$ cat src/hw/rtl/mpsc_pkg.sv
// Shared types, constants and helpers for the motor speed/position controller.
// No dependencies; every other file of the block imports this package.
package mpsc_pkg;

    localparam int FRAC_BITS = 24;
    localparam int POS_BITS  = 24;
    localparam int EDGE_BITS = 10;
    localparam int TS_W      = 14;
    localparam int FIN_W     = 24;
    localparam int FILT_W    = 48;
    localparam int SPEED_W   = 16;
    localparam int ERR_W     = 25;
    localparam int DRIVE_W   = 9;
    localparam int ACC_W     = 64;
    localparam int OPND_W    = 49;
    localparam int MAG_W     = 48;
    localparam int MUL_A_W   = 32;
    localparam int COEF_W    = 28;
    localparam int PROD_W    = MUL_A_W + COEF_W;
    localparam int LO_W      = 16;
    localparam int LO_PROD_W = LO_W + COEF_W;
    localparam int FULL_W    = PROD_W + LO_W;
    localparam int QUOT_W    = 12;

    // Q.24 coefficients, rounded to nearest
    localparam logic [COEF_W-1:0] C_A1  = 28'd8221;
    localparam logic [COEF_W-1:0] C_A2  = 28'd8053;
    localparam logic [COEF_W-1:0] C_B1  = 28'd33017561;
    localparam logic [COEF_W-1:0] C_B2  = 28'd16258800;
    localparam logic [COEF_W-1:0] C_KP  = 28'd2516582;
    localparam logic [COEF_W-1:0] C_KI  = 28'd6710886;
    localparam logic [COEF_W-1:0] C_KD  = 28'd41943040;
    localparam logic [COEF_W-1:0] C_KPP = 28'd3690988;
    localparam logic [COEF_W-1:0] C_KIP = 28'd5872026;
    localparam logic [COEF_W-1:0] C_KDP = 28'd167772160;
    // err * 2^24 / 200 = err * 83886 + floor(2 * err / 25);
    // the last term is (2 * err * ceil(2^30 / 25)) >> 30.
    localparam logic [COEF_W-1:0] C_DIV200_INT = 28'd83886;
    localparam logic [COEF_W-1:0] C_RECIP25    = 28'd42949673;

    localparam logic [4:0] SH_NONE  = 5'd0;
    localparam logic [4:0] SH_Q     = 5'd24;
    localparam logic [4:0] SH_RECIP = 5'd30;

    typedef enum logic [1:0] {
        FUNC_EDGE  = 2'd0,
        FUNC_CTRL  = 2'd1,
        FUNC_SUPER = 2'd2,
        FUNC_NONE  = 2'd3
    } func_t;

    typedef enum logic [2:0] {
        ST_IDLE  = 3'd0,
        ST_ACCEL = 3'd1,
        ST_DECEL = 3'd2,
        ST_SPEED = 3'd3,
        ST_POS   = 3'd4
    } ctrl_state_t;

    typedef enum logic [2:0] {
        DM_NONE  = 3'd0,
        DM_STOP  = 3'd1,
        DM_ACCEL = 3'd2,
        DM_DECEL = 3'd3,
        DM_CW    = 3'd4,
        DM_CCW   = 3'd5
    } drive_mode_t;

    typedef enum logic [1:0] {
        SIDE_NONE  = 2'd0,
        SIDE_LEFT  = 2'd1,
        SIDE_RIGHT = 2'd2
    } pos_side_t;

    typedef enum logic [3:0] {
        SQ_IDLE,
        SQ_SETUP,
        SQ_OP_LO,
        SQ_OP_HI,
        SQ_OP_COMB,
        SQ_OP_ACC,
        SQ_FSAT,
        SQ_FSPEED,
        SQ_ERR,
        SQ_ISAT,
        SQ_PFIN,
        SQ_PDIV,
        SQ_DRIVE,
        SQ_DONE
    } seq_state_t;

    typedef enum logic [2:0] {
        SRC_FIN1,
        SRC_FIN2,
        SRC_FO1,
        SRC_FO2,
        SRC_ERR,
        SRC_ERR2,
        SRC_INT,
        SRC_DIFF
    } src_t;

    typedef struct packed {
        src_t              src;
        logic [COEF_W-1:0] coef;
        logic [4:0]        shift;
        logic              neg;
    } mac_op_t;

    localparam logic [3:0] OP_A1     = 4'd0;
    localparam logic [3:0] OP_A2     = 4'd1;
    localparam logic [3:0] OP_B1     = 4'd2;
    localparam logic [3:0] OP_B2     = 4'd3;
    localparam logic [3:0] OP_IDIV   = 4'd4;
    localparam logic [3:0] OP_IREM   = 4'd5;
    localparam logic [3:0] OP_KP     = 4'd6;
    localparam logic [3:0] OP_KI     = 4'd7;
    localparam logic [3:0] OP_KD     = 4'd8;

    localparam logic [2:0] PADDR_TARGET_POS = 3'd0;

    // Multiply-accumulate program of the control tick.
    function automatic mac_op_t mac_op(input logic [3:0] idx, input logic pos);
        mac_op_t r;
        case (idx)
            OP_A1:   r = '{SRC_FIN1, C_A1, SH_NONE, 1'b0};
            OP_A2:   r = '{SRC_FIN2, C_A2, SH_NONE, 1'b0};
            OP_B1:   r = '{SRC_FO1, C_B1, SH_Q, 1'b0};
            OP_B2:   r = '{SRC_FO2, C_B2, SH_Q, 1'b1};
            OP_IDIV: r = '{SRC_ERR, C_DIV200_INT, SH_NONE, 1'b0};
            OP_IREM: r = '{SRC_ERR2, C_RECIP25, SH_RECIP, 1'b0};
            OP_KP:   r = '{SRC_ERR, pos ? C_KPP : C_KP, SH_NONE, 1'b0};
            OP_KI:   r = '{SRC_INT, pos ? C_KIP : C_KI, SH_Q, 1'b0};
            OP_KD:   r = '{SRC_DIFF, pos ? C_KDP : C_KD, SH_NONE, 1'b0};
            default: r = '{SRC_FIN1, '0, SH_NONE, 1'b0};
        endcase
        return r;
    endfunction

    // Division by 2^FRAC_BITS, truncating toward zero.
    function automatic logic signed [39:0] trunc_q(input logic signed [ACC_W-1:0] v);
        logic signed [ACC_W-1:0] b;
        b = v + (v[ACC_W-1] ? 64'sd16777215 : 64'sd0);
        return 40'(b >>> FRAC_BITS);
    endfunction

endpackage

$ cat src/hw/rtl/mpsc_if.sv
// Valid/ready channel interfaces for the controller's item and result beats.
// Depends on mpsc_pkg for field widths.
interface mpsc_cmd_if
    import mpsc_pkg::*;
();
    logic                     valid;
    logic                     ready;
    logic [1:0]               func;
    logic                     edge_reverse;
    logic signed [TS_W-1:0]   target_speed;
    logic                     position_request;

    modport source (output valid, func, edge_reverse, target_speed, position_request,
                    input ready);
    modport sink (input valid, func, edge_reverse, target_speed, position_request,
                  output ready);
endinterface

interface mpsc_rsp_if
    import mpsc_pkg::*;
();
    logic                       valid;
    logic                       ready;
    logic [7:0]                 pwm_compare;
    logic signed [SPEED_W-1:0]  filtered_speed;
    logic [2:0]                 control_state;
    logic                       reverse_flag;
    logic signed [POS_BITS-1:0] position_count;

    modport source (output valid, pwm_compare, filtered_speed, control_state, reverse_flag,
                    position_count, input ready);
    modport sink (input valid, pwm_compare, filtered_speed, control_state, reverse_flag,
                  position_count, output ready);
endinterface

$ cat src/hw/rtl/mpsc_mul.sv
// Shared unsigned multiplier with a registered product, used for every
// filter and PID product. Depends on mpsc_pkg for operand widths.
module mpsc_mul
    import mpsc_pkg::*;
(
    input  logic               clk,
    input  logic [MUL_A_W-1:0] a,
    input  logic [COEF_W-1:0]  b,
    output logic [PROD_W-1:0]  p
);

    logic [PROD_W-1:0] p_reg;

    always_ff @(posedge clk)
    begin
        p_reg <= PROD_W'(a) * PROD_W'(b);
    end

    assign p = p_reg;

endmodule

$ cat src/hw/rtl/motor_pid_speed_position_controller.sv
// Motor speed/position controller: encoder counting, IIR speed filter, PID loops.
// Depends on mpsc_pkg, mpsc_if (channel interfaces) and mpsc_mul.
//
//   channel   dir  handshake           payload
//   cmd       in   valid/ready         func, edge_reverse, target_speed, position_request
//   rsp       out  valid/ready         pwm_compare, filtered_speed, control_state,
//                                      reverse_flag, position_count
//   apb       in   psel/penable/pready target_position at byte address 0
//
// An encoder edge, a supervisory tick or an unused code passes through the accepting
// state and then SQ_DONE, which loads the result register. Each product takes four
// steps in the one shared multiplier (low half, high half, combine, accumulate): nine
// products in the speed and position states, four in idle.
// cmd is not ready until the result has been moved into the output register, which
// waits for rsp.ready; a full output register stalls only the final load.
// Reset is asynchronous and active low; compare starts at 220, the other controller
// state at zero. The datapath scratch registers and the result payload are not reset.
module motor_pid_speed_position_controller
    import mpsc_pkg::*;
(
    input  logic        clk,
    input  logic        rst_n,
    mpsc_cmd_if.sink    cmd,
    mpsc_rsp_if.source  rsp,
    input  logic        psel,
    input  logic        penable,
    input  logic        pwrite,
    input  logic [2:0]  paddr,
    input  logic [31:0] pwdata,
    output logic [31:0] prdata,
    output logic        pready
);

    localparam logic signed [ACC_W-1:0] SAT48_MAX = 64'sh0000_7FFF_FFFF_FFFF;
    localparam logic signed [ACC_W-1:0] SAT48_MIN = -64'sh0000_8000_0000_0000;
    localparam logic signed [ACC_W-1:0] INT_POS_MAX = 64'sd1040187392;
    localparam logic signed [ACC_W-1:0] INT_POS_MIN = -64'sd1040187392;

    seq_state_t                 seq_reg, seq_next;
    logic [3:0]                 op_reg, op_next;
    ctrl_state_t                ctrl_state_reg, ctrl_state_next;
    drive_mode_t                drive_mode_reg, drive_mode_next;
    pos_side_t                  pos_side_reg, pos_side_next;
    logic [7:0]                 idle_ticks_reg, idle_ticks_next;
    logic signed [EDGE_BITS-1:0] edge_count_reg, edge_count_next;
    logic signed [POS_BITS-1:0] pos_count_reg, pos_count_next;
    logic                       pos_mode_reg, pos_mode_next;
    logic                       neg_flag_reg, neg_flag_next;
    logic signed [FIN_W-1:0]    fin0_reg, fin0_next, fin1_reg, fin1_next, fin2_reg, fin2_next;
    logic signed [FILT_W-1:0]   fo0_reg, fo0_next, fo1_reg, fo1_next, fo2_reg, fo2_next;
    logic signed [SPEED_W-1:0]  speed_now_reg, speed_now_next;
    logic signed [TS_W-1:0]     setpoint_reg, setpoint_next;
    logic signed [ERR_W-1:0]    err_now_reg, err_now_next, err_prev_reg, err_prev_next;
    logic signed [FILT_W-1:0]   integral_reg, integral_next;
    logic signed [DRIVE_W-1:0]  drive_value_reg, drive_value_next;
    logic [7:0]                 pwm_cmp_reg, pwm_cmp_next;
    logic [15:0]                target_pos_reg;

    logic signed [ACC_W-1:0]    acc_reg, acc_next;
    logic signed [ACC_W-1:0]    term_reg, term_next;
    logic [LO_PROD_W-1:0]       lo_reg;
    logic signed [QUOT_W-1:0]   quot_reg, quot_next;

    logic                       rsp_valid_reg, rsp_valid_next;
    logic [7:0]                 rsp_pwm_reg;
    logic signed [SPEED_W-1:0]  rsp_speed_reg;
    logic [2:0]                 rsp_state_reg;
    logic                       rsp_rev_reg;
    logic signed [POS_BITS-1:0] rsp_pos_reg;
    logic                       rsp_load;

    mac_op_t                    op_sel;
    logic signed [OPND_W-1:0]   opnd;
    logic                       opnd_neg;
    logic [MAG_W-1:0]           opnd_mag;
    logic [MUL_A_W-1:0]         mul_a;
    logic [PROD_W-1:0]          mul_p;
    logic [FULL_W-1:0]          full_prod;
    logic [FULL_W-1:0]          full_shifted;
    logic [ACC_W-2:0]           term_mag;

    logic signed [15:0]         spd;
    logic signed [ACC_W-1:0]    acc_sum;
    logic signed [ACC_W-1:0]    fsat;
    logic signed [39:0]         qv;
    logic [10:0]                quot_mag;
    logic [22:0]                quot_prod;
    logic signed [DRIVE_W-1:0]  quot_t;
    logic signed [10:0]         cmp_ext;
    logic signed [10:0]         dv_ext;

    // ---------------------------------------------------------------------
    // Configuration port
    // ---------------------------------------------------------------------
    assign pready = 1'b1;
    assign prdata = (paddr == PADDR_TARGET_POS) ? {16'b0, target_pos_reg} : 32'b0;

    always_ff @(posedge clk or negedge rst_n)
    begin
        if (!rst_n)
        begin
            target_pos_reg <= '0;
        end
        else if (psel && penable && pwrite && pready && paddr == PADDR_TARGET_POS)
        begin
            target_pos_reg <= pwdata[15:0];
        end
    end

    // ---------------------------------------------------------------------
    // Shared multiplier and operand selection
    // ---------------------------------------------------------------------
    always_comb
    begin
        op_sel = mac_op(op_reg, ctrl_state_reg == ST_POS);
        case (op_sel.src)
            SRC_FIN1: opnd = OPND_W'(fin1_reg);
            SRC_FIN2: opnd = OPND_W'(fin2_reg);
            SRC_FO1:  opnd = OPND_W'(fo1_reg);
            SRC_FO2:  opnd = OPND_W'(fo2_reg);
            SRC_ERR:  opnd = OPND_W'(err_now_reg);
            SRC_ERR2: opnd = OPND_W'(err_now_reg) <<< 1;
            SRC_INT:  opnd = OPND_W'(integral_reg);
            SRC_DIFF: opnd = OPND_W'(err_now_reg) - OPND_W'(err_prev_reg);
            default:  opnd = '0;
        endcase
        opnd_neg = opnd[OPND_W-1];
        opnd_mag = MAG_W'(opnd_neg ? -opnd : opnd);
        mul_a    = (seq_reg == SQ_OP_LO) ? MUL_A_W'(opnd_mag[LO_W-1:0])
                                         : opnd_mag[MAG_W-1:LO_W];
    end

    mpsc_mul u_mul (
        .clk (clk),
        .a   (mul_a),
        .b   (op_sel.coef),
        .p   (mul_p)
    );

    // Magnitude product, floored after the shift, then signed: this truncates
    // the signed product toward zero.
    assign full_prod    = {mul_p, {LO_W{1'b0}}} + FULL_W'(lo_reg);
    assign full_shifted = full_prod >> op_sel.shift;
    assign term_mag     = full_shifted[ACC_W-2:0];

    // ---------------------------------------------------------------------
    // Sequencer state and datapath registers
    // ---------------------------------------------------------------------
    always_ff @(posedge clk or negedge rst_n)
    begin
        if (!rst_n)
        begin
            seq_reg         <= SQ_IDLE;
            op_reg          <= '0;
            ctrl_state_reg  <= ST_IDLE;
            drive_mode_reg  <= DM_NONE;
            pos_side_reg    <= SIDE_NONE;
            idle_ticks_reg  <= '0;
            edge_count_reg  <= '0;
            pos_count_reg   <= '0;
            pos_mode_reg    <= 1'b0;
            neg_flag_reg    <= 1'b0;
            fin0_reg        <= '0;
            fin1_reg        <= '0;
            fin2_reg        <= '0;
            fo0_reg         <= '0;
            fo1_reg         <= '0;
            fo2_reg         <= '0;
            speed_now_reg   <= '0;
            setpoint_reg    <= '0;
            err_now_reg     <= '0;
            err_prev_reg    <= '0;
            integral_reg    <= '0;
            drive_value_reg <= '0;
            pwm_cmp_reg     <= 8'd220;
            rsp_valid_reg   <= 1'b0;
        end
        else
        begin
            seq_reg         <= seq_next;
            op_reg          <= op_next;
            ctrl_state_reg  <= ctrl_state_next;
            drive_mode_reg  <= drive_mode_next;
            pos_side_reg    <= pos_side_next;
            idle_ticks_reg  <= idle_ticks_next;
            edge_count_reg  <= edge_count_next;
            pos_count_reg   <= pos_count_next;
            pos_mode_reg    <= pos_mode_next;
            neg_flag_reg    <= neg_flag_next;
            fin0_reg        <= fin0_next;
            fin1_reg        <= fin1_next;
            fin2_reg        <= fin2_next;
            fo0_reg         <= fo0_next;
            fo1_reg         <= fo1_next;
            fo2_reg         <= fo2_next;
            speed_now_reg   <= speed_now_next;
            setpoint_reg    <= setpoint_next;
            err_now_reg     <= err_now_next;
            err_prev_reg    <= err_prev_next;
            integral_reg    <= integral_next;
            drive_value_reg <= drive_value_next;
            pwm_cmp_reg     <= pwm_cmp_next;
            rsp_valid_reg   <= rsp_valid_next;
        end
    end

    always_ff @(posedge clk)
    begin
        acc_reg  <= acc_next;
        term_reg <= term_next;
        quot_reg <= quot_next;
        if (seq_reg == SQ_OP_HI)
        begin
            lo_reg <= mul_p[LO_PROD_W-1:0];
        end
        if (rsp_load)
        begin
            rsp_pwm_reg   <= pwm_cmp_reg;
            rsp_speed_reg <= speed_now_reg;
            rsp_state_reg <= ctrl_state_reg;
            rsp_rev_reg   <= neg_flag_reg;
            rsp_pos_reg   <= pos_count_reg;
        end
    end

    assign cmd.ready          = (seq_reg == SQ_IDLE);
    assign rsp.valid          = rsp_valid_reg;
    assign rsp.pwm_compare    = rsp_pwm_reg;
    assign rsp.filtered_speed = rsp_speed_reg;
    assign rsp.control_state  = rsp_state_reg;
    assign rsp.reverse_flag   = rsp_rev_reg;
    assign rsp.position_count = rsp_pos_reg;

    // ---------------------------------------------------------------------
    // Next state
    // ---------------------------------------------------------------------
    always_comb
    begin
        seq_next         = seq_reg;
        op_next          = op_reg;
        ctrl_state_next  = ctrl_state_reg;
        drive_mode_next  = drive_mode_reg;
        pos_side_next    = pos_side_reg;
        idle_ticks_next  = idle_ticks_reg;
        edge_count_next  = edge_count_reg;
        pos_count_next   = pos_count_reg;
        pos_mode_next    = pos_mode_reg;
        neg_flag_next    = neg_flag_reg;
        fin0_next        = fin0_reg;
        fin1_next        = fin1_reg;
        fin2_next        = fin2_reg;
        fo0_next         = fo0_reg;
        fo1_next         = fo1_reg;
        fo2_next         = fo2_reg;
        speed_now_next   = speed_now_reg;
        setpoint_next    = setpoint_reg;
        err_now_next     = err_now_reg;
        err_prev_next    = err_prev_reg;
        integral_next    = integral_reg;
        drive_value_next = drive_value_reg;
        pwm_cmp_next     = pwm_cmp_reg;
        acc_next         = acc_reg;
        term_next        = term_reg;
        quot_next        = quot_reg;
        rsp_load         = 1'b0;
        rsp_valid_next   = rsp_valid_reg && !rsp.ready;

        spd          = 16'(EDGE_BITS'(edge_count_reg)) * 16'sd45;
        acc_sum      = acc_reg + term_reg;
        fsat         = (acc_reg > SAT48_MAX) ? SAT48_MAX
                     : ((acc_reg < SAT48_MIN) ? SAT48_MIN : acc_reg);
        qv           = trunc_q(acc_reg);
        quot_mag     = 11'(quot_reg[QUOT_W-1] ? -quot_reg : quot_reg);
        quot_prod    = 23'(quot_mag) * 23'd3277;
        quot_t       = quot_reg[QUOT_W-1] ? -DRIVE_W'(quot_prod[22:15])
                                          : DRIVE_W'(quot_prod[22:15]);
        cmp_ext      = 11'({1'b0, pwm_cmp_reg});
        dv_ext       = 11'(drive_value_reg);

        case (seq_reg)
            SQ_IDLE:
            begin
                if (cmd.valid)
                begin
                    case (func_t'(cmd.func))
                        FUNC_EDGE:
                        begin
                            if (cmd.edge_reverse)
                            begin
                                if (edge_count_reg != {1'b1, {(EDGE_BITS-1){1'b0}}})
                                    edge_count_next = edge_count_reg - 1'b1;
                                if (pos_mode_reg && pos_count_reg != {1'b1, {(POS_BITS-1){1'b0}}})
                                    pos_count_next = pos_count_reg - 1'b1;
                            end
                            else
                            begin
                                if (edge_count_reg != {1'b0, {(EDGE_BITS-1){1'b1}}})
                                    edge_count_next = edge_count_reg + 1'b1;
                                if (pos_mode_reg && pos_count_reg != {1'b0, {(POS_BITS-1){1'b1}}})
                                    pos_count_next = pos_count_reg + 1'b1;
                            end
                            seq_next = SQ_DONE;
                        end
                        FUNC_CTRL:
                        begin
                            seq_next = SQ_SETUP;
                        end
                        FUNC_SUPER:
                        begin
                            setpoint_next = cmd.target_speed;
                            if (!cmd.position_request)
                                pos_mode_next = 1'b0;
                            case (ctrl_state_reg)
                                ST_IDLE:
                                begin
                                    drive_mode_next = DM_STOP;
                                    err_now_next    = '0;
                                    err_prev_next   = '0;
                                    integral_next   = '0;
                                    if (cmd.position_request && idle_ticks_reg > 8'd150)
                                    begin
                                        idle_ticks_next = 8'd1;
                                        ctrl_state_next = ST_POS;
                                        pos_mode_next   = 1'b1;
                                        pos_count_next  = '0;
                                    end
                                    else
                                    begin
                                        ctrl_state_next = (cmd.target_speed == '0) ? ST_IDLE
                                                                                  : ST_ACCEL;
                                        if (idle_ticks_reg != 8'd255)
                                            idle_ticks_next = idle_ticks_reg + 8'd1;
                                    end
                                end
                                ST_ACCEL:
                                begin
                                    if (err_now_reg > 25'sd6)
                                        drive_mode_next = DM_ACCEL;
                                    else
                                        ctrl_state_next = ST_SPEED;
                                    idle_ticks_next = '0;
                                end
                                ST_DECEL:
                                begin
                                    if (speed_now_reg < 16'sd90 && cmd.target_speed == '0)
                                    begin
                                        drive_mode_next = DM_STOP;
                                        ctrl_state_next = ST_IDLE;
                                    end
                                    if (drive_value_reg < 9'sd1)
                                        drive_value_next = '0;
                                    else
                                        drive_mode_next = DM_DECEL;
                                    idle_ticks_next = '0;
                                end
                                ST_SPEED:
                                begin
                                    if (!(err_now_reg > -25'sd5 && err_now_reg < 25'sd5))
                                        ctrl_state_next = (err_now_reg < -25'sd5) ? ST_DECEL
                                                                                 : ST_ACCEL;
                                end
                                ST_POS:
                                begin
                                    if (!cmd.position_request)
                                    begin
                                        ctrl_state_next = ST_IDLE;
                                        pos_mode_next   = 1'b0;
                                    end
                                    if (pos_count_reg != '0)
                                    begin
                                        if (pos_side_reg == SIDE_LEFT)
                                            drive_mode_next = DM_CW;
                                        else if (pos_side_reg == SIDE_RIGHT)
                                            drive_mode_next = DM_CCW;
                                    end
                                    else
                                    begin
                                        drive_mode_next = DM_STOP;
                                        if (err_now_reg == err_prev_reg)
                                            integral_next = '0;
                                    end
                                end
                                default:
                                begin
                                end
                            endcase
                            seq_next = SQ_DONE;
                        end
                        default:
                        begin
                            seq_next = SQ_DONE;
                        end
                    endcase
                end
            end

            SQ_SETUP:
            begin
                neg_flag_next = edge_count_reg[EDGE_BITS-1];
                if (pos_count_reg < 0)
                    pos_side_next = SIDE_LEFT;
                if (pos_count_reg > 0)
                    pos_side_next = SIDE_RIGHT;
                edge_count_next = '0;
                // Filter history is cleared while the state machine is idle.
                if (ctrl_state_reg == ST_IDLE)
                begin
                    fin1_next = '0;
                    fin2_next = '0;
                    fo1_next  = '0;
                    fo2_next  = '0;
                end
                else
                begin
                    fin1_next = fin0_reg;
                    fin2_next = fin1_reg;
                    fo1_next  = fo0_reg;
                    fo2_next  = fo1_reg;
                end
                fin0_next = pos_mode_reg ? FIN_W'(pos_count_reg) : FIN_W'(spd);
                acc_next  = '0;
                op_next   = OP_A1;
                seq_next  = SQ_OP_LO;
            end

            SQ_OP_LO:
            begin
                seq_next = SQ_OP_HI;
            end

            SQ_OP_HI:
            begin
                seq_next = SQ_OP_COMB;
            end

            SQ_OP_COMB:
            begin
                term_next = (opnd_neg ^ op_sel.neg) ? -ACC_W'(term_mag) : ACC_W'(term_mag);
                seq_next  = SQ_OP_ACC;
            end

            SQ_OP_ACC:
            begin
                acc_next = acc_sum;
                case (op_reg)
                    OP_B2:   seq_next = SQ_FSAT;
                    OP_IREM: seq_next = SQ_ISAT;
                    OP_KD:   seq_next = SQ_PFIN;
                    default:
                    begin
                        op_next  = op_reg + 4'd1;
                        seq_next = SQ_OP_LO;
                    end
                endcase
            end

            SQ_FSAT:
            begin
                fo0_next  = pos_mode_reg ? FILT_W'(pos_count_reg) <<< FRAC_BITS
                                         : FILT_W'(fsat);
                acc_next  = fsat;
                seq_next  = SQ_FSPEED;
            end

            SQ_FSPEED:
            begin
                if (qv > 40'sd32767)
                    speed_now_next = 16'sh7FFF;
                else if (qv < -40'sd32768)
                    speed_now_next = -16'sh8000;
                else
                    speed_now_next = SPEED_W'(qv);
                seq_next = (ctrl_state_reg == ST_IDLE) ? SQ_DRIVE : SQ_ERR;
            end

            SQ_ERR:
            begin
                if (ctrl_state_reg == ST_POS)
                    err_now_next = ERR_W'($signed({1'b0, target_pos_reg})) - ERR_W'(pos_count_reg);
                else
                    err_now_next = ERR_W'(setpoint_reg) - ERR_W'(speed_now_reg);
                acc_next = ACC_W'(integral_reg);
                op_next  = OP_IDIV;
                seq_next = SQ_OP_LO;
            end

            SQ_ISAT:
            begin
                if (ctrl_state_reg == ST_POS)
                    integral_next = FILT_W'((acc_reg > INT_POS_MAX) ? INT_POS_MAX
                                          : ((acc_reg < INT_POS_MIN) ? INT_POS_MIN : acc_reg));
                else
                    integral_next = FILT_W'(fsat);
                acc_next = '0;
                op_next  = OP_KP;
                seq_next = SQ_OP_LO;
            end

            SQ_PFIN:
            begin
                if (ctrl_state_reg == ST_POS)
                begin
                    if (qv > 40'sd13)
                        drive_value_next = 9'sd13;
                    else if (qv < -40'sd13)
                        drive_value_next = -9'sd13;
                    else
                        drive_value_next = DRIVE_W'(qv);
                    seq_next = SQ_DRIVE;
                end
                else
                begin
                    // Clamp before the divide by ten so that the quotient is narrow.
                    if (qv > 40'sd2010)
                        quot_next = 12'sd2010;
                    else if (qv < -40'sd360)
                        quot_next = -12'sd360;
                    else
                        quot_next = QUOT_W'(qv);
                    seq_next = SQ_PDIV;
                end
            end

            SQ_PDIV:
            begin
                if (quot_t > 9'sd200)
                    drive_value_next = 9'sd200;
                else if (quot_t < -9'sd35)
                    drive_value_next = -9'sd35;
                else
                    drive_value_next = quot_t;
                seq_next = SQ_DRIVE;
            end

            SQ_DRIVE:
            begin
                case (drive_mode_reg)
                    DM_ACCEL:
                    begin
                        pwm_cmp_next  = (cmp_ext - dv_ext > 11'sd0) ? 8'(11'sd220 - dv_ext) : 8'd1;
                        err_prev_next = err_now_reg;
                    end
                    DM_DECEL:
                    begin
                        pwm_cmp_next  = (cmp_ext - dv_ext < 11'sd255) ? 8'(11'sd220 - dv_ext)
                                                                      : 8'd255;
                        err_prev_next = err_now_reg;
                    end
                    DM_STOP:
                    begin
                        pwm_cmp_next  = 8'd220;
                        err_prev_next = err_now_reg;
                    end
                    DM_CCW:
                    begin
                        if (pwm_cmp_reg != 8'd0)
                            pwm_cmp_next = 8'(11'sd228 - dv_ext);
                        err_prev_next = err_now_reg;
                    end
                    DM_CW:
                    begin
                        if (pwm_cmp_reg != 8'd255)
                            pwm_cmp_next = 8'(11'sd212 - dv_ext);
                        err_prev_next = err_now_reg;
                    end
                    default:
                    begin
                    end
                endcase
                seq_next = SQ_DONE;
            end

            SQ_DONE:
            begin
                if (!rsp_valid_reg || rsp.ready)
                begin
                    rsp_load       = 1'b1;
                    rsp_valid_next = 1'b1;
                    seq_next       = SQ_IDLE;
                end
            end

            default:
            begin
                seq_next = SQ_IDLE;
            end
        endcase
    end

endmodule

$ cat src/flat_wrapper.sv
// flat-port wrapper written by rule: the top's interface ports become plain ports
module motor_pid_speed_position_controller_flat import mpsc_pkg::*;
  (clk, rst_n, psel, penable, pwrite, paddr, pwdata, prdata, pready, cmd_valid, cmd_func, cmd_edge_reverse, cmd_target_speed, cmd_position_request, cmd_ready, rsp_valid, rsp_pwm_compare, rsp_filtered_speed, rsp_control_state, rsp_reverse_flag, rsp_position_count, rsp_ready);
  mpsc_cmd_if cmd_i ();
  mpsc_rsp_if rsp_i ();
  input  logic clk;
  input  logic rst_n;
  input  logic psel;
  input  logic penable;
  input  logic pwrite;
  input  logic [2:0] paddr;
  input  logic [31:0] pwdata;
  output logic [31:0] prdata;
  output logic pready;
  input wire logic [$bits(cmd_i.valid)-1:0] cmd_valid;
  input wire logic [$bits(cmd_i.func)-1:0] cmd_func;
  input wire logic [$bits(cmd_i.edge_reverse)-1:0] cmd_edge_reverse;
  input wire logic [$bits(cmd_i.target_speed)-1:0] cmd_target_speed;
  input wire logic [$bits(cmd_i.position_request)-1:0] cmd_position_request;
  output wire logic [$bits(cmd_i.ready)-1:0] cmd_ready;
  output wire logic [$bits(rsp_i.valid)-1:0] rsp_valid;
  output wire logic [$bits(rsp_i.pwm_compare)-1:0] rsp_pwm_compare;
  output wire logic [$bits(rsp_i.filtered_speed)-1:0] rsp_filtered_speed;
  output wire logic [$bits(rsp_i.control_state)-1:0] rsp_control_state;
  output wire logic [$bits(rsp_i.reverse_flag)-1:0] rsp_reverse_flag;
  output wire logic [$bits(rsp_i.position_count)-1:0] rsp_position_count;
  input wire logic [$bits(rsp_i.ready)-1:0] rsp_ready;
  assign cmd_i.valid = cmd_valid;
  assign cmd_i.func = cmd_func;
  assign cmd_i.edge_reverse = cmd_edge_reverse;
  assign cmd_i.target_speed = cmd_target_speed;
  assign cmd_i.position_request = cmd_position_request;
  assign cmd_ready = cmd_i.ready;
  assign rsp_valid = rsp_i.valid;
  assign rsp_pwm_compare = rsp_i.pwm_compare;
  assign rsp_filtered_speed = rsp_i.filtered_speed;
  assign rsp_control_state = rsp_i.control_state;
  assign rsp_reverse_flag = rsp_i.reverse_flag;
  assign rsp_position_count = rsp_i.position_count;
  assign rsp_i.ready = rsp_ready;
  motor_pid_speed_position_controller u_core (.clk(clk), .rst_n(rst_n), .cmd(cmd_i), .rsp(rsp_i), .psel(psel), .penable(penable), .pwrite(pwrite), .paddr(paddr), .pwdata(pwdata), .prdata(prdata), .pready(pready));
endmodule
$ cat config.mk
export PLATFORM = sky130hd
export DESIGN_NAME = motor_pid_speed_position_controller_flat
export DESIGN_NICKNAME = d
export VERILOG_FILES = /design/src/hw/rtl/mpsc_pkg.sv /design/src/hw/rtl/mpsc_if.sv /design/src/hw/rtl/mpsc_mul.sv /design/src/hw/rtl/motor_pid_speed_position_controller.sv /design/src/flat_wrapper.sv
export SDC_FILE = /design/constraint.sdc
export NUM_CORES = 2
export LEC_CHECK = 0
export BUFFER_PORTS_ARGS = -buffer_cell sky130_fd_sc_hd__buf_2
export CORE_MARGIN = 2
export CORE_UTILIZATION = 35
export DETAILED_ROUTE_END_ITERATION = 12
export PLACE_DENSITY = 0.5
export SYNTH_ARGS = -nofsm -noshare
export SYNTH_HDL_FRONTEND = slang
export SYNTH_HIERARCHICAL = 1
export SYNTH_SLANG_ARGS = --single-unit
$ cat constraint.sdc
create_clock -name clk -period 11 [get_ports clk]
set_input_delay 0.55 -clock clk [delete_from_list [all_inputs] [get_ports clk]]
set_output_delay 0.55 -clock clk [all_outputs]
set_load 0.01 [all_outputs]
Yosys cells after proc, flatten, opt, wreduce, memory -nomap -nowiden
Cells that the tools add are included.

operators by class
  add/subtract/negate cells = 20
  $mul = 3
  $lt $le $gt $ge = 23
  equality and inequality tests = 78
  shift-type cells = 1
  muxes and demuxes = 104
  bitwise gates (word level) = 2
  reductions and logical operators = 56

operators by type and width
  operator                number
  $mux W48                11
  $pmux W49 S8            1
  $pmux W37 S9            1
  $pmux W64 S4            1
  $mux W24                9
  $pmux W48 S2            2
  $mux W64                2
  $mux W25                5
  $pmux W25 S2            2
  $mux W9                 10
  $add A76 B44 Y76        1
  $shr A76 B5 Y63         1
  $add A64 B25 Y64        1
  $add A64 B64 Y64        1
  $gt A64 B31 Y1 const B  1
  $gt A64 B48 Y1 const B  1
  $lt A64 B31 Y1 const B  1
  $lt A64 B48 Y1 const B  1
  $neg A63 Y64            1
  $mux W63                1
  $mul A32 B28 Y60        1
  $gt A25 B4 Y1 const B   2
  $lt A25 B4 Y1 const B   2
  $mux W10                5
  101 further kinds       223

storage, ports and cells
  flip-flop bits (word level) = 734
  input bits = 60
  word-level logic and storage cells = 325

Logic depth before layout (Yosys ltp)
  depth in word-level cells = 9
  gate-level depth with buffers = 47
  depth with buffers taken out = 42

Modules after synthesis
Netlist, hierarchy kept.

modules (own cells, without submodules)
  module                               instances  cells each  area each (µm²)  sequential area each (µm²)
  motor_pid_speed_position_controller  1          5551        49756.5          18053.6
  mpsc_mul                             1          3422        30499.3          1201.2

Worst setup path after synthesis
No wires, ideal clock.

  kind = reg-to-reg
  start = register u_core.err_now_reg[0]
  end = register u_core.u_mul.p_reg[59] (netlist: u_core/u_mul/p[59])
  data arrival time = 10464 ps
  path slack = 411 ps
  stages on the path, launching flop included = 44
  clock period less this slack = 10589 ps
  cells stage by stage = dfrtp_1 -> clkbuf_1 -> inv_1 -> ha_1 -> inv_1 -> fa_1 -> a21o_1 -> a221oi_4 -> a21oi_1 -> nor4b_1 -> or3_4 -> a22oi_2 -> o211ai_4 -> nor4b_4 -> and4bb_4 -> nand4_4 -> or4b_1 -> a31oi_1 -> (+8 left out) -> fa_1 -> inv_1 -> fa_1 -> fa_1 -> inv_1 -> fa_1 -> inv_1 -> ha_1 -> clkbuf_1 -> nand2_1 -> o22ai_1 -> a2111oi_2 -> o2111ai_1 -> nand3b_1 -> o31a_1 -> nor4_1 -> a211oi_1 -> xnor2_1

on the way
  longest elaborated chain between the ends = 6

RTL lines
  item                    RTL line                                    source
  start, declared         motor_pid_speed_position_controller.sv:53   logic signed [ERR_W-1:0] err_now_reg, err_now_next, err_prev_reg, err_prev_next;
  start signal, assigned  motor_pid_speed_position_controller.sv:198  err_now_reg <= err_now_next;
  $sub A25 B25 Y26        motor_pid_speed_position_controller.sv:124  SRC_DIFF: opnd = OPND_W'(err_now_reg) - OPND_W'(err_prev_reg);
  $pmux W49 S8 *          motor_pid_speed_position_controller.sv:116  case (op_sel.src)
  $neg A48 Y48            motor_pid_speed_position_controller.sv:128  opnd_mag = MAG_W'(opnd_neg ? -opnd : opnd);
  $mux W48 *              motor_pid_speed_position_controller.sv:128
  $mux W32 *              motor_pid_speed_position_controller.sv:129  mul_a = (seq_reg == SQ_OP_LO) ? MUL_A_W'(opnd_mag[LO_W-1:0])
  via u_core.mul_a[27]    motor_pid_speed_position_controller.sv:76   logic [MUL_A_W-1:0] mul_a;
  $mul A32 B28 Y60 *      mpsc_mul.sv:16                              p_reg <= PROD_W'(a) * PROD_W'(b);
  end signal, assigned    mpsc_mul.sv:16
  end, declared           mpsc_mul.sv:12                              logic [PROD_W-1:0] p_reg;

The timed path passes the listed nets; every way through them passes the cells marked *.
A chain may end at the register's enable or synchronous reset.

Final worst setup path
  start = register u_core.op_reg[1]
  end = register u_core.u_mul.p_reg[52] (netlist: u_core/u_mul/p[52])

on the way
  longest elaborated chain between the ends = 8
  elaborated cells between the ends (all ways) = 23
  classes of those cells = add/sub: 1; mul: 1; eq/ne: 15; mux: 4; reduce/logical: 2

RTL lines
  item                                  RTL line                                    source
  start, declared                       motor_pid_speed_position_controller.sv:40   logic [3:0] op_reg, op_next;
  start signal, assigned                motor_pid_speed_position_controller.sv:181  op_reg <= op_next;
  $eq A4 B4 Y1 (tied with other cells)  mpsc_pkg.sv:125                             case (idx)
  $pmux W37 S9 *                        mpsc_pkg.sv:125
  $eq A3 B3 Y1 (tied with other cells)  motor_pid_speed_position_controller.sv:116
  $pmux W49 S8 *                        motor_pid_speed_position_controller.sv:116
  $neg A48 Y48                          motor_pid_speed_position_controller.sv:128
  $mux W48 *                            motor_pid_speed_position_controller.sv:128
  $mux W32 *                            motor_pid_speed_position_controller.sv:129
  via u_core.mul_a[12]                  motor_pid_speed_position_controller.sv:76
  $mul A32 B28 Y60 *                    mpsc_mul.sv:16

Marks and branches as above.

==> flow_summary.yaml <==
global_route:
  antenna_found_initial: 12
  grt_usage: 0.240
  grt_pass1_wl_um: 430000
  gr-total-overflow: 0
  grt_pass1_vias: 68300
  grt_max_degree: 159
floorplanning:
  die-area_mm2: 0.233
  die_w_um: 483
  initial_core_util: 0.352
  io_pins: 147
  die_y_um: 483
  core_mm2: 0.228
  rows: 175
routing:
  dr.pass1.iters: 6
  finalWirelength_um: 284000
  dr.first_iter.drc_count: 5239
  avgViaCountPerCell: 5.46
  routedWlPerCell_um: 23.1
  vias: 67200
  drt_drc_violations_left: 0
  antenna_left: 0
run:
  maxCapViolations: 0
worst_setup_path:
  r2r_start: "u_core/op_reg[1]"
  ff2ff_path_depth: 43
  endpoint: "u_core/u_mul/p[52]"
  start_kind: "flop"
  critical_path_required_ps: 11610
  critical_path_class: "reg2reg"
  r2r-end: "u_core/u_mul/p[52]"
  cp_common_cell: "fa_1"
  startpoint: "u_core/op_reg[1]"
  cp_data_arrival_time_ps: 11500
  setup.worst_path.end_class: "flop"
  crit_path_max_fanout: 6
  rrSetupSlack_ps: 110
  crit_slowest_cell: "a222oi_1"
  crit_path_max_incr_delay_ps: 640
layout:
  layout_common_cells: "1,166 x inv_1, 1,026 x nand2_1, 825 x fa_1"
  nets: 10700
  layout.cells.non_filler: 12300
  layout_commonest_cell: "inv_1"
  areaGrowthSynthToFinish_pct: 14.4
  drive_gt1_frac: 0.122
placed_design:
  globalplace.congestion: 0.945
  pre_cts_ws_ps: -325
  placed_cells: 12100
  numPortBuffers: 113
  dp_hpwl_um: 221000
clock_tree:
  cts_tree: "built"
  numClockSinks: 734
  clockRootBuffer: "clkbuf_16"
  clock_path_buffers: 3
  cts_made_buffers: 85
  clk_pin_slew_worst_paths_ps: 60
  insertion_delay_ps: 710
  cts_max_level: 3
timing:
  fin_crit_ps: 10890
  finalSetupViolations: 0
  layout_setup_ws_ps: 110
  finalHoldViolCount: 0
  finClkSkew_ps: 25.2
  fmax_mhz: 91.8
  fin_tns_setup_ps: 0
  tightest_slew_ps: 1470
  fin_crit_sh: 0.990
  slew_headroom: 0.0177
  drv_slew: 0
  rsz0062_at_grt: "yes"
yosys:
  synth_edf_count: 236
  yosysWarnings: 6
  ys_seq_area_frac: 0.240
  netlist_area_mm2: 0.0803
  netlist_instances: 8973
  ys_types: 127
  synth_top_cell_area_share: 0.208
  ys_seq_elements: 734
  synth_ff_type: "dfrtp_1"
  synth.largest_area_cell: "fa_1"
  async_flop_share: 0.597
  synth_area_leaders: "fa_1 21%, dfrtp_1 14%, edfxtp_1 8.8%, ha_1 8.4%, inv_1 5.5%"
  syn_avg_cell_area_um2: 8.94
min_path:
  worstHoldStart: "pwdata[0]"
  hold_class: "in2reg"
status:
  status: "completed"
worst max-delay path, delay by kind of cell, from the launching register on:
kind,cells,cell delay (ps)
buffers and inverters,14,1940
adders and majority gates,9,3960
and+or+nand+nor,10,1950
xor gates and xnor gates,1,150
DFF,1,450
AOI/OAI and AO/OA,9,2340
metal layers:
layer	GRT usage	vias to the layer above	part of all wire	wire, um
met5	0	-	0.00028	80
met4	0.0854	10	0.038	10800
met3	0.0257	451	0.052	14700
met2	0.400	2068	0.47	134000
met1	0.323	33900	0.44	124000
li1	-	30800	-	-
final cells by class:
class	count	area [um^2]
Fill cell	22800	136000
Multi-Input combinational cell	6573	56000
Sequential cell	734	19300
Timing Repair Buffer	639	5410
Inverter	1185	4450
Tap cell	3009	3760
Clock buffer	124	2450
Clock inverter	35	448
Antenna cell	4	10.0
metrics by stage:
stage	cell area, um^2	utilization	hold WS (ps)
after floorplan	80300	-	254
after global placement	87300	0.383	459
after detailed placement	87300	0.383	448
after CTS	90300	0.397	29.0
after global routing	91800	0.403	63.3
final	91800	0.403	77.6
repair_timing:
| action | 4_1_cts | 5_1_grt |
|---|---|---|
| buffers inserted | 1 | 33 |
| hold endpoints to repair | 86 | 0 |
| pin swaps | 4 | 144 |
| gates cloned | 1 | 5 |
| endpoints found under the setup margin | 17 | 25 |
| hold buffers | 1 | 0 |
| gates resized for setup | 22 | 214 |
cells in the mapped netlist (52+ instances only):
| library cell | instances |
|---|---|
| fa_1 | 832 |
| a21oi_1 | 480 |
| nand4_1 | 112 |
| and3_1 | 65 |
| nor4_1 | 55 |
| edfxtp_1 | 236 |
| nand2_1 | 1039 |
| dfrtp_1 | 433 |
| a22o_1 | 183 |
| clkbuf_1 | 409 |
| a31oi_1 | 78 |
| xnor2_1 | 266 |
| nor3_1 | 104 |
| nand2b_1 | 56 |
| a22oi_1 | 53 |
| a211oi_1 | 52 |
| ha_1 | 540 |
| a21o_1 | 168 |
| nand3_1 | 140 |
| and2_1 | 502 |
| xor2_1 | 131 |
| dfxtp_1 | 60 |
| nor2_1 | 420 |
| inv_1 | 1183 |
| o21bai_1 | 52 |
| o21ai_0 | 414 |
cell families (layout without fill, tap and decap cells):
family,after synthesis,in the layout,synth area share
adder cells (fa/ha/maj),1372,1372,0.292
AND/OR/NAND/NOR,2721,2721,0.167
buffers and inverters,1688,1983,0.0812
XOR/XNOR,399,399,0.0438
other,2,26,0.0000936
multiplexers,59,59,0.00792
flip-flops,734,734,0.240
AO/OA/AOI/OAI,1998,2000,0.168
worst min-delay path by stage:
stage                          endpoint  slack [ps]  cells past startpoint
4_1_cts        u_core/target_pos_reg[0]          30                      3
2_1_floorplan  u_core/ctrl_state_reg[0]         250                      0
5_1_grt        u_core/target_pos_reg[5]          60                      2
6_report       u_core/target_pos_reg[0]          80                      3
3_3_place_gp           u_core/lo_reg[5]         460                      0
3_5_place_dp           u_core/lo_reg[0]         450                      0
Power is left out: the tool's default activity adds up to more than one toggle a clock period on the data nets, which glitch-free logic cannot reach.
